[config.mk]
export PLATFORM = sky130hd
export DESIGN_NAME = rotor_angle_pll_tracker_unit
export DESIGN_NICKNAME = d
export VERILOG_FILES = /design/src/hw/rtl/rapt_pkg.sv /design/src/hw/rtl/rotor_angle_pll_tracker_unit.sv /design/src/hw/rtl/rapt_sermul.sv /design/src/hw/rtl/rapt_wrap.sv
export SDC_FILE = /design/constraint.sdc
export NUM_CORES = 2
export LEC_CHECK = 0
export BUFFER_PORTS_ARGS = -buffer_cell sky130_fd_sc_hd__buf_4
export CORE_ASPECT_RATIO = 1.75
export CORE_MARGIN = 2
export CORE_UTILIZATION = 31
export DETAILED_ROUTE_END_ITERATION = 12
export GPL_ROUTABILITY_DRIVEN = 0
export HOLD_SLACK_MARGIN = 0.1
export MAX_ROUTING_LAYER = met4
export PLACE_DENSITY = 0.58
export SETUP_SLACK_MARGIN = 0.4
export SYNTH_ARGS = -nofsm -noshare
export SYNTH_HDL_FRONTEND = slang
export SYNTH_SLANG_ARGS = --single-unit
export TNS_END_PERCENT = 100
[constraint.sdc]
create_clock -name clk -period 4.2 [get_ports clk]
set_input_delay 0.42 -clock clk [delete_from_list [all_inputs] [get_ports clk]]
set_output_delay 0.42 -clock clk [all_outputs]
set_load 0.02 [all_outputs]
[src/hw/rtl/rapt_pkg.sv]
package rapt_pkg;

	// field and register widths
	localparam int ANG_W      = 19;
	localparam int SPEED_W    = 27;
	localparam int GAIN_W     = 31;
	localparam int PERIOD_W   = 17;
	localparam int WORD_W     = 32;
	localparam int FRAC_BITS  = 16;
	localparam int KI_TERM_W  = 34;
	localparam int CFG_IDX_W  = 2;
	localparam int CFG_DATA_W = 31;

	// angle window: 2*pi in Q16.16 and pi, the negated lower bound of the window
	localparam int ANG_BASE    = 205888;
	localparam int ANG_PERIOD  = 411775;
	localparam int SPEED_LIMIT = 65536000;

	// serial modulo: one compare-subtract per quotient bit
	localparam int    WRAP_W     = 33;
	localparam int    WRAP_STEPS = 14;
	localparam longint WRAP_DIV_L = longint'(ANG_PERIOD) << (WRAP_STEPS - 1);
	localparam logic [WRAP_W-1:0] WRAP_DIV_INIT = WRAP_W'(WRAP_DIV_L);
	localparam logic [WRAP_W-1:0] WRAP_OFFSET   = WRAP_W'(WRAP_DIV_L + longint'(ANG_BASE));

	// configuration register indexes
	localparam logic [CFG_IDX_W-1:0] REG_PROP_GAIN     = 2'd0;
	localparam logic [CFG_IDX_W-1:0] REG_INTEG_GAIN    = 2'd1;
	localparam logic [CFG_IDX_W-1:0] REG_SAMPLE_PERIOD = 2'd2;

	typedef logic signed [ANG_W-1:0]   angle_t;
	typedef logic signed [SPEED_W-1:0] speed_t;
	typedef logic signed [WORD_W-1:0]  word_t;

endpackage

[src/hw/rtl/rotor_angle_pll_tracker_unit.sv]
// channel  direction  handshake              payload
// in       input      in_valid / in_ready    measured_angle
// out      output     out_valid / out_ready  angle_estimate, speed_estimate
// cfg      input      cfg_valid / cfg_ready  cfg_index, cfg_data
//
// an accepted item passes the gain multiply, the period multiply and the angle modulo,
// all bit-serial, and then the output register.
// one item is worked on at a time; the next is accepted once the unit is back in idle.
// reset clears gains to zero, period to one, phase and speed to zero.
// a stalled output holds its result while the next item runs; that item then waits
// in the unit and blocks input until the output register frees.
module rotor_angle_pll_tracker_unit
	import rapt_pkg::*;
(
	input  logic                  clk,
	input  logic                  arst_n,
	input  logic                  in_valid,
	output logic                  in_ready,
	input  angle_t                measured_angle,
	output logic                  out_valid,
	input  logic                  out_ready,
	output angle_t                angle_estimate,
	output speed_t                speed_estimate,
	input  logic                  cfg_valid,
	output logic                  cfg_ready,
	input  logic [CFG_IDX_W-1:0]  cfg_index,
	input  logic [CFG_DATA_W-1:0] cfg_data
);

	localparam int ERR_W = ANG_W + 2;

	localparam logic [2:0] S_IDLE = 3'd0;
	localparam logic [2:0] S_ERR  = 3'd1;
	localparam logic [2:0] S_MUL1 = 3'd2;
	localparam logic [2:0] S_MUL2 = 3'd3;
	localparam logic [2:0] S_WRAP = 3'd4;
	localparam logic [2:0] S_OUT  = 3'd5;

	logic [2:0]          state_q;
	logic [GAIN_W-1:0]   prop_gain_q;
	logic [GAIN_W-1:0]   integ_gain_q;
	logic [PERIOD_W-1:0] period_q;
	angle_t              phase_q;
	speed_t              speed_q;
	logic signed [ERR_W-1:0] t_q;
	logic                out_valid_q;
	angle_t              angle_out_q;
	speed_t              speed_out_q;

	logic signed [ERR_W-1:0]  err_wide;
	angle_t                   err;
	logic                     kp_done, ki_done, ph_done, sp_done, wrap_done;
	logic signed [ANG_W+GAIN_W-1:0]        kp_prod, ki_prod;
	logic signed [WORD_W+PERIOD_W-1:0]     ph_prod;
	logic signed [KI_TERM_W+PERIOD_W-1:0]  sp_prod;
	word_t                    kp_term, speed_prop, phase_adv, new_phase;
	word_t                    speed_adv, new_speed;
	logic signed [KI_TERM_W-1:0] ki_term;
	speed_t                   speed_next;
	angle_t                   wrap_y;
	logic                     out_free;
	logic                     out_load;

	assign in_ready  = (state_q == S_IDLE);
	assign cfg_ready = 1'b1;
	assign out_free  = !out_valid_q || out_ready;
	assign out_load  = out_free && (((state_q == S_WRAP) && wrap_done) || (state_q == S_OUT));

	// phase error wrapped into the angle window
	always_comb begin
		if (t_q < 0) begin
			err_wide = t_q + ERR_W'(ANG_PERIOD - ANG_BASE);
		end else if (t_q >= ERR_W'(ANG_PERIOD)) begin
			err_wide = t_q - ERR_W'(ANG_PERIOD + ANG_BASE);
		end else begin
			err_wide = t_q - ERR_W'(ANG_BASE);
		end
		err = err_wide[ANG_W-1:0];
	end

	// proportional path and integrator terms
	assign kp_term    = kp_prod[FRAC_BITS +: WORD_W];
	assign ki_term    = ki_prod[FRAC_BITS +: KI_TERM_W];
	assign speed_prop = WORD_W'(speed_q) + kp_term;
	assign phase_adv  = ph_prod[FRAC_BITS +: WORD_W];
	assign speed_adv  = sp_prod[FRAC_BITS +: WORD_W];
	assign new_phase  = WORD_W'(phase_q) + phase_adv;
	assign new_speed  = WORD_W'(speed_q) + speed_adv;

	// speed clamp
	always_comb begin
		if (new_speed > WORD_W'(SPEED_LIMIT)) begin
			speed_next = SPEED_W'(SPEED_LIMIT);
		end else if (new_speed < WORD_W'(-SPEED_LIMIT)) begin
			speed_next = SPEED_W'(-SPEED_LIMIT);
		end else begin
			speed_next = new_speed[SPEED_W-1:0];
		end
	end

	// gain multiplies, both share the error as multiplicand
	rapt_sermul #(.WA(ANG_W), .WB(GAIN_W)) u_kp_mul (
		.clk(clk), .arst_n(arst_n), .start(state_q == S_ERR),
		.a(err), .b(prop_gain_q), .done(kp_done), .prod(kp_prod)
	);

	rapt_sermul #(.WA(ANG_W), .WB(GAIN_W)) u_ki_mul (
		.clk(clk), .arst_n(arst_n), .start(state_q == S_ERR),
		.a(err), .b(integ_gain_q), .done(ki_done), .prod(ki_prod)
	);

	// period multiplies for the phase advance and the speed increment
	rapt_sermul #(.WA(WORD_W), .WB(PERIOD_W)) u_ph_mul (
		.clk(clk), .arst_n(arst_n), .start((state_q == S_MUL1) && kp_done),
		.a(speed_prop), .b(period_q), .done(ph_done), .prod(ph_prod)
	);

	rapt_sermul #(.WA(KI_TERM_W), .WB(PERIOD_W)) u_sp_mul (
		.clk(clk), .arst_n(arst_n), .start((state_q == S_MUL1) && kp_done),
		.a(ki_term), .b(period_q), .done(sp_done), .prod(sp_prod)
	);

	// new phase into the angle window
	rapt_wrap u_wrap (
		.clk(clk), .arst_n(arst_n), .start((state_q == S_MUL2) && ph_done),
		.x(new_phase), .done(wrap_done), .y(wrap_y)
	);

	// configuration registers
	always_ff @(posedge clk or negedge arst_n) begin
		if (!arst_n) begin
			prop_gain_q  <= '0;
			integ_gain_q <= '0;
			period_q     <= PERIOD_W'(1);
		end else if (cfg_valid) begin
			unique case (cfg_index)
				REG_PROP_GAIN:     prop_gain_q  <= cfg_data[GAIN_W-1:0];
				REG_INTEG_GAIN:    integ_gain_q <= cfg_data[GAIN_W-1:0];
				REG_SAMPLE_PERIOD: period_q     <= cfg_data[PERIOD_W-1:0];
				default: ;
			endcase
		end
	end

	// error offset, registered at acceptance
	always_ff @(posedge clk) begin
		if (in_valid && in_ready) begin
			t_q <= ERR_W'(measured_angle) - ERR_W'(phase_q) + ERR_W'(ANG_BASE);
		end
	end

	// sequencer, loop state and output register
	always_ff @(posedge clk or negedge arst_n) begin
		if (!arst_n) begin
			state_q     <= S_IDLE;
			phase_q     <= '0;
			speed_q     <= '0;
			out_valid_q <= 1'b0;
		end else begin
			if (out_load) begin
				out_valid_q <= 1'b1;
			end else if (out_ready) begin
				out_valid_q <= 1'b0;
			end
			unique case (state_q)
				S_IDLE: begin
					if (in_valid) begin
						state_q <= S_ERR;
					end
				end
				S_ERR: begin
					state_q <= S_MUL1;
				end
				S_MUL1: begin
					if (kp_done) begin
						state_q <= S_MUL2;
					end
				end
				S_MUL2: begin
					if (ph_done) begin
						speed_q <= speed_next;
						state_q <= S_WRAP;
					end
				end
				S_WRAP: begin
					if (wrap_done) begin
						phase_q <= wrap_y;
						if (out_free) begin
							state_q <= S_IDLE;
						end else begin
							state_q <= S_OUT;
						end
					end
				end
				S_OUT: begin
					if (out_free) begin
						state_q <= S_IDLE;
					end
				end
				default: state_q <= S_IDLE;
			endcase
		end
	end

	// result payload
	always_ff @(posedge clk) begin
		if (out_load) begin
			angle_out_q <= wrap_y;
			speed_out_q <= speed_q;
		end
	end

	assign out_valid      = out_valid_q;
	assign angle_estimate = angle_out_q;
	assign speed_estimate = speed_out_q;

`ifndef SYNTHESIS
	a_gain_mul_lockstep: assert property (@(posedge clk) disable iff (!arst_n)
		(kp_done == ki_done) && (ph_done == sp_done))
		else $error("gain or period multiplies out of step");

	a_speed_bounded: assert property (@(posedge clk) disable iff (!arst_n)
		(speed_q <= SPEED_W'(SPEED_LIMIT)) && (speed_q >= SPEED_W'(-SPEED_LIMIT)))
		else $error("speed state beyond clamp");

	a_wrap_window: assert property (@(posedge clk) disable iff (!arst_n)
		wrap_done |-> ((wrap_y >= ANG_W'(-ANG_BASE)) && (wrap_y <= ANG_W'(ANG_BASE - 2))))
		else $error("wrapped phase outside angle window");

	a_accept_starts: assert property (@(posedge clk) disable iff (!arst_n)
		(in_valid && in_ready) |=> (state_q == S_ERR))
		else $error("accepted item did not start processing");
`endif

endmodule

[src/hw/rtl/rapt_sermul.sv]
module rapt_sermul
	import rapt_pkg::*;
#(
	parameter int WA = ANG_W,
	parameter int WB = GAIN_W
) (
	input  logic                    clk,
	input  logic                    arst_n,
	input  logic                    start,
	input  logic signed [WA-1:0]    a,
	input  logic        [WB-1:0]    b,
	output logic                    done,
	output logic signed [WA+WB-1:0] prod
);

	localparam int CNT_W = $clog2(WB + 1);

	logic                 busy_q;
	logic                 done_q;
	logic [CNT_W-1:0]     cnt_q;
	logic signed [WA-1:0] a_q;
	logic [WB-1:0]        b_q;
	logic signed [WA-1:0] hi_q;
	logic [WB-1:0]        lo_q;
	logic signed [WA:0]   sum;

	// partial sum of the high half and the multiplicand when the multiplier bit is set
	always_comb begin
		sum = {hi_q[WA-1], hi_q};
		if (b_q[0]) begin
			sum = sum + {a_q[WA-1], a_q};
		end
	end

	// control: count multiplier bits
	always_ff @(posedge clk or negedge arst_n) begin
		if (!arst_n) begin
			busy_q <= 1'b0;
			done_q <= 1'b0;
			cnt_q  <= '0;
		end else begin
			done_q <= busy_q && (cnt_q == CNT_W'(1));
			if (start) begin
				busy_q <= 1'b1;
				cnt_q  <= CNT_W'(WB);
			end else if (busy_q) begin
				cnt_q <= cnt_q - CNT_W'(1);
				if (cnt_q == CNT_W'(1)) begin
					busy_q <= 1'b0;
				end
			end
		end
	end

	// datapath: add-shift, one multiplier bit per cycle, lsb first
	always_ff @(posedge clk) begin
		if (start) begin
			a_q  <= a;
			b_q  <= b;
			hi_q <= '0;
			lo_q <= '0;
		end else if (busy_q) begin
			hi_q <= sum[WA:1];
			lo_q <= {sum[0], lo_q[WB-1:1]};
			b_q  <= b_q >> 1;
		end
	end

	assign done = done_q;
	assign prod = {hi_q, lo_q};

endmodule

[src/hw/rtl/rapt_wrap.sv]
module rapt_wrap
	import rapt_pkg::*;
(
	input  logic  clk,
	input  logic  arst_n,
	input  logic  start,
	input  word_t x,
	output logic  done,
	output angle_t y
);

	localparam int CNT_W = $clog2(WRAP_STEPS + 1);

	logic              busy_q;
	logic              done_q;
	logic [CNT_W-1:0]  cnt_q;
	logic [WRAP_W-1:0] u_q;
	logic [WRAP_W-1:0] d_q;
	logic [ANG_W:0]    y_wide;

	// control: one quotient bit per cycle
	always_ff @(posedge clk or negedge arst_n) begin
		if (!arst_n) begin
			busy_q <= 1'b0;
			done_q <= 1'b0;
			cnt_q  <= '0;
		end else begin
			done_q <= busy_q && (cnt_q == CNT_W'(1));
			if (start) begin
				busy_q <= 1'b1;
				cnt_q  <= CNT_W'(WRAP_STEPS);
			end else if (busy_q) begin
				cnt_q <= cnt_q - CNT_W'(1);
				if (cnt_q == CNT_W'(1)) begin
					busy_q <= 1'b0;
				end
			end
		end
	end

	// offset by a multiple of the period plus pi to get a positive dividend,
	// then restoring reduction with a shifting divisor
	always_ff @(posedge clk) begin
		if (start) begin
			u_q <= WRAP_W'(x) + WRAP_OFFSET;
			d_q <= WRAP_DIV_INIT;
		end else if (busy_q) begin
			if (u_q >= d_q) begin
				u_q <= u_q - d_q;
			end
			d_q <= d_q >> 1;
		end
	end

	// remainder back into the angle window
	assign y_wide = {1'b0, u_q[ANG_W-1:0]} - (ANG_W + 1)'(ANG_BASE);
	assign y      = y_wide[ANG_W-1:0];
	assign done   = done_q;

endmodule

==> flow_summary_export.csv <==
group,metric,value,unit
critical_path,r2r_slack,200,ps
layout,multi_input_area,21000,um2
clocking,cts_tree,"built",
power_and_ir_drop,power.leakage,19.0,nW
critical_path,crit_path_top_delay_cell,"a2111oi_4",
synth,synth_async_sr_flop_share,26.4,%
routing,wl,104,mm
critical_path,worstPathArrival,4510,ps
global_routing,grt_pass1_vias,29900,
synth,yosysUniqueCellTypes,96,
timing,max_slew.worst_pin.slew,1260,ps
timing,setup_slack,197,ps
critical_path,crit_path_max_incr_delay,430,ps
routing,viasPerCell,5.18,
critical_path,crit_chain,"ha_2, fa_2, a21oi_2, o21ai_2, a221o_1, a2111oi_4, buf_4, nor2_2, o311ai_4, nand4bb_1, o2111ai_2, o221ai_2, o22ai_4, buf_6, buf_12, a22o_1",
timing,fin_crit,4000,ps
routing,drc_errors,0,
placed_design,dp_slack,-60.9,ps
layout,nets,4451,
timing,finalSetupTns,0,ps
timing,fmax,250,MHz
routing,ant_nets,0,
layout,drive_gt1_share,16.2,%
clocking,cts_root_buf,"clkbuf_16",
clocking,numCtsBuffers,67,
synth,avgSynthCellArea,9.64,um2
synth,ys_ff_latch,610,
timing,hold_viol,0,
power_and_ir_drop,ir_drop,0.000423,V
timing,grt_setup_unrepaired,"true",
global_routing,grt_overflow,0,
global_routing,grt_max_degree,98,
floorplanning,io_pins,106,
global_routing,grt.total_usage,17.2,%
clocking,clk_pin_slew,60,ps
synth,syn_nets,4211,
placed_design,post-dp-hpwl,76.2,mm
routing,post_drt_wl_per_cell,18.3,um
synth,yosysWarnings,0,
floorplanning,core-area,119000,um2
critical_path,worstPathRequired,4710,ps
global_routing,antenna_found_initial,1,
routing,vias,29500,
critical_path,crit_type,"reg -> reg",
timing,hold_slack,254,ps
timing,final-max-slew-violation-count,0,
routing,drtPass1Iterations,8,
clocking,clkLatencyLatePin,670,ps
run,drv_cap,0,
layout,n_fill_cell,11900,
floorplanning,initial_utilization,31.2,%
layout,area_delta_synth_final,19.4,%
critical_path,r2r_end,"speed_q[9]",
global_routing,grt_pass1_wl,163,mm
layout,seqCellArea,15900,um2
critical_path,cp_top_family,"compound AO/OA/AOI/OAI gates",
timing,setup_viol_count_final,0,
critical_path,cp_max_fo,10,
power_and_ir_drop,power_density,700,nW/um2
timing,final.setup_skew,44.8,ps
clocking,cts_num_sinks,610,
placed_design,io_buffers,104,
routing,drt_iter0_markers,1472,
synth,synthFlopType,"edfxtp_1",
critical_path,r2r_start,"speed_q[0]",
floorplanning,rows,168,
status,status,"complete, no violations",
floorplanning,dieArea,123000,um2
critical_path,end_kind,"flop",
critical_path,cp-start-kind,"flop",
min_path,hp-class,"in -> async",
synth,synth_area,37200,um2
critical_path,worstRegToRegCells,16,
synth,synthCells,3860,
synth,yosysSeqAreaShare,42.5,%
floorplanning,die_w,266,um
clocking,cts_max_path_buffers,3,
timing,slew_headroom,15.9,%
floorplanning,die_h,462,um
clocking,htreeDepth,3,
timing,fin_crit_sh,95.3,%
synth,synth_edf_count,281,
critical_path,worst-path-buf-inv,3,
[report_power, final]
group          internal (W)  total [W]  switching, W
clock network       0.00357    0.00620       0.00263
registers           0.00841     0.0101       0.00173
logic               0.00664     0.0148       0.00813
total                0.0186     0.0311        0.0125
[cell type report]
cell class                 count  share of cell area [%]
antenna                        2                  0.0113
clock buffer                  88                    4.13
clock inverter                36                   0.996
inverter                     175                    1.49
multi-input combinational   2920                    47.3
sequential                   610                    35.7
tap                         1530                    4.31
timing repair buffer         326                    6.05
[worst reg2reg max path, stage by stage, from the launching register on]
cell	delay (ps)
dfrtp_1	380
ha_2	190
fa_2	350
a21oi_2	180
o21ai_2	110
a221o_1	420
a2111oi_4	430
buf_4	190
nor2_2	40
o311ai_4	310
nand4bb_1	220
o2111ai_2	170
o221ai_2	300
o22ai_4	130
buf_6	130
buf_12	130
a22o_1	190
[cell families (layout without fill, tap and decap cells)]
kind of cell,Yosys count,in the layout,synth area share [%]
buffers and inverters,330,625,3.37
AO/OA/AOI/OAI,1016,1016,17.8
XOR/XNOR,241,241,5.67
adder cells (fa/ha/maj),294,294,10.1
flip-flops,610,610,42.5
AND/OR/NAND/NOR,1136,1136,14.0
multiplexers,232,232,6.54
other,1,3,0.0101
[synthesized netlist by cell type (15+ instances only)]
library cell	instances	area, um2
and2_1	23	144
a21boi_0	15	113
a21oi_1	268	1340
xor2_1	77	674
nand2_1	461	1730
a211oi_1	94	706
nor3_1	72	360
a31oi_1	49	307
nor2_1	293	1100
or2_2	17	106
clkbuf_1	125	469
dfxtp_1	168	3360
o21a_1	29	218
o21bai_1	28	210
xnor2_1	164	1440
nand4_1	18	113
mux2i_1	141	1410
and3_1	36	225
inv_1	174	653
nand2b_1	44	275
nor4_1	17	106
buf_1	23	86.3
o31ai_1	18	135
nor2b_1	37	231
ha_1	285	3570
a21o_1	116	871
or3_1	20	125
mux2_2	91	1020
o21ai_0	210	1050
o211ai_1	28	210
edfxtp_1	281	8440
dfrtp_1	160	4000
nand3_1	42	210
a22o_1	20	175
[worst max-delay path by stage]
stage                  end  slack [ps]  depth (start not counted)              start
3_3_place_gp   speed_q[18]        -100                         14         speed_q[1]
6_report        speed_q[9]         200                         16         speed_q[0]
2_1_floorplan  speed_q[20]         350                         13         speed_q[0]
3_5_place_dp       t_q[19]         -60                         15  measured_angle[1]
5_1_grt         speed_q[7]          60                         18         speed_q[0]
4_1_cts        speed_q[18]         160                         16         speed_q[0]
[registers in the layout, summed over array words and instances, names as in the netlist, 17 cells and up]
| signal | count |
|---|---|
| u_sp_mul.b_q | 17 |
| u_kp_mul.hi_q | 19 |
| u_ki_mul.hi_q | 19 |
| u_ki_mul.a_q | 19 |
| phase_q | 19 |
| angle_estimate | 19 |
| t_q | 21 |
| u_kp_mul.b_q | 31 |
| u_ki_mul.b_q | 31 |
| u_ph_mul.a_q | 32 |
| u_ph_mul.hi_q | 32 |
| u_wrap.d_q | 32 |
| u_ph_mul.b_q | 17 |
| integ_gain_q | 31 |
| period_q | 17 |
| speed_estimate | 27 |
| u_sp_mul.hi_q | 34 |
| speed_q | 27 |
| u_sp_mul.a_q | 34 |
| prop_gain_q | 31 |
| u_wrap.u_q | 33 |
[repair_timing]
action,in CTS,in global routing
gates resized for setup,94,107
buffers inserted,32,16
hold endpoints to repair,106,0
pin swaps,23,83
hold buffers,33,0
endpoints found under the setup margin,75,87
cloned,2,0
[per-layer routing]
metal	global-route usage, %	vias up	routed length [um]
li1	-	14500	-
met1	17.2	14200	39100
met2	31.3	532	54700
met3	1.99	242	3030
met4	11.3	0	7250
met5	-	-	0
[stage by stage]
| step | cell area (um2) | power, W | std cells | utilization, % |
|---|---|---|---|---|
| global placement | 40500 | 0.0238 | 5478 | 33.9 |
| floorplan | 37300 | 0.0199 | 3860 | - |
| finish | 44500 | 0.0311 | 5687 | 37.2 |
| detailed placement | 40500 | 0.0240 | 5478 | 33.9 |
| global route | 44500 | 0.0334 | 5686 | 37.2 |
| CTS | 43800 | 0.0309 | 5669 | 36.7 |
[layout by cell type (no fill, tap or decap), types with 19 or more instances in the layout]
master / instances
dlygate4sd3_1: 33
inv_1: 171
a22o_1: 20
ha_1: 268
a21oi_1: 256
edfxtp_1: 281
clkbuf_16: 69
nand3_1: 40
buf_4: 276
and3_1: 32
nor3_1: 68
nand2b_1: 43
and2_1: 22
nand2_1: 458
xor2_1: 77
nor2b_1: 36
a21o_1: 115
o21ai_0: 190
mux2_2: 91
o21bai_1: 28
o21a_1: 28
a31oi_1: 43
or3_1: 19
o211ai_1: 28
mux2i_1: 141
xnor2_1: 158
dfrtp_1: 152
dfxtp_1: 158
nor2_1: 286
a211oi_1: 82
No activity file was read; power rests on OpenSTA's default activity.
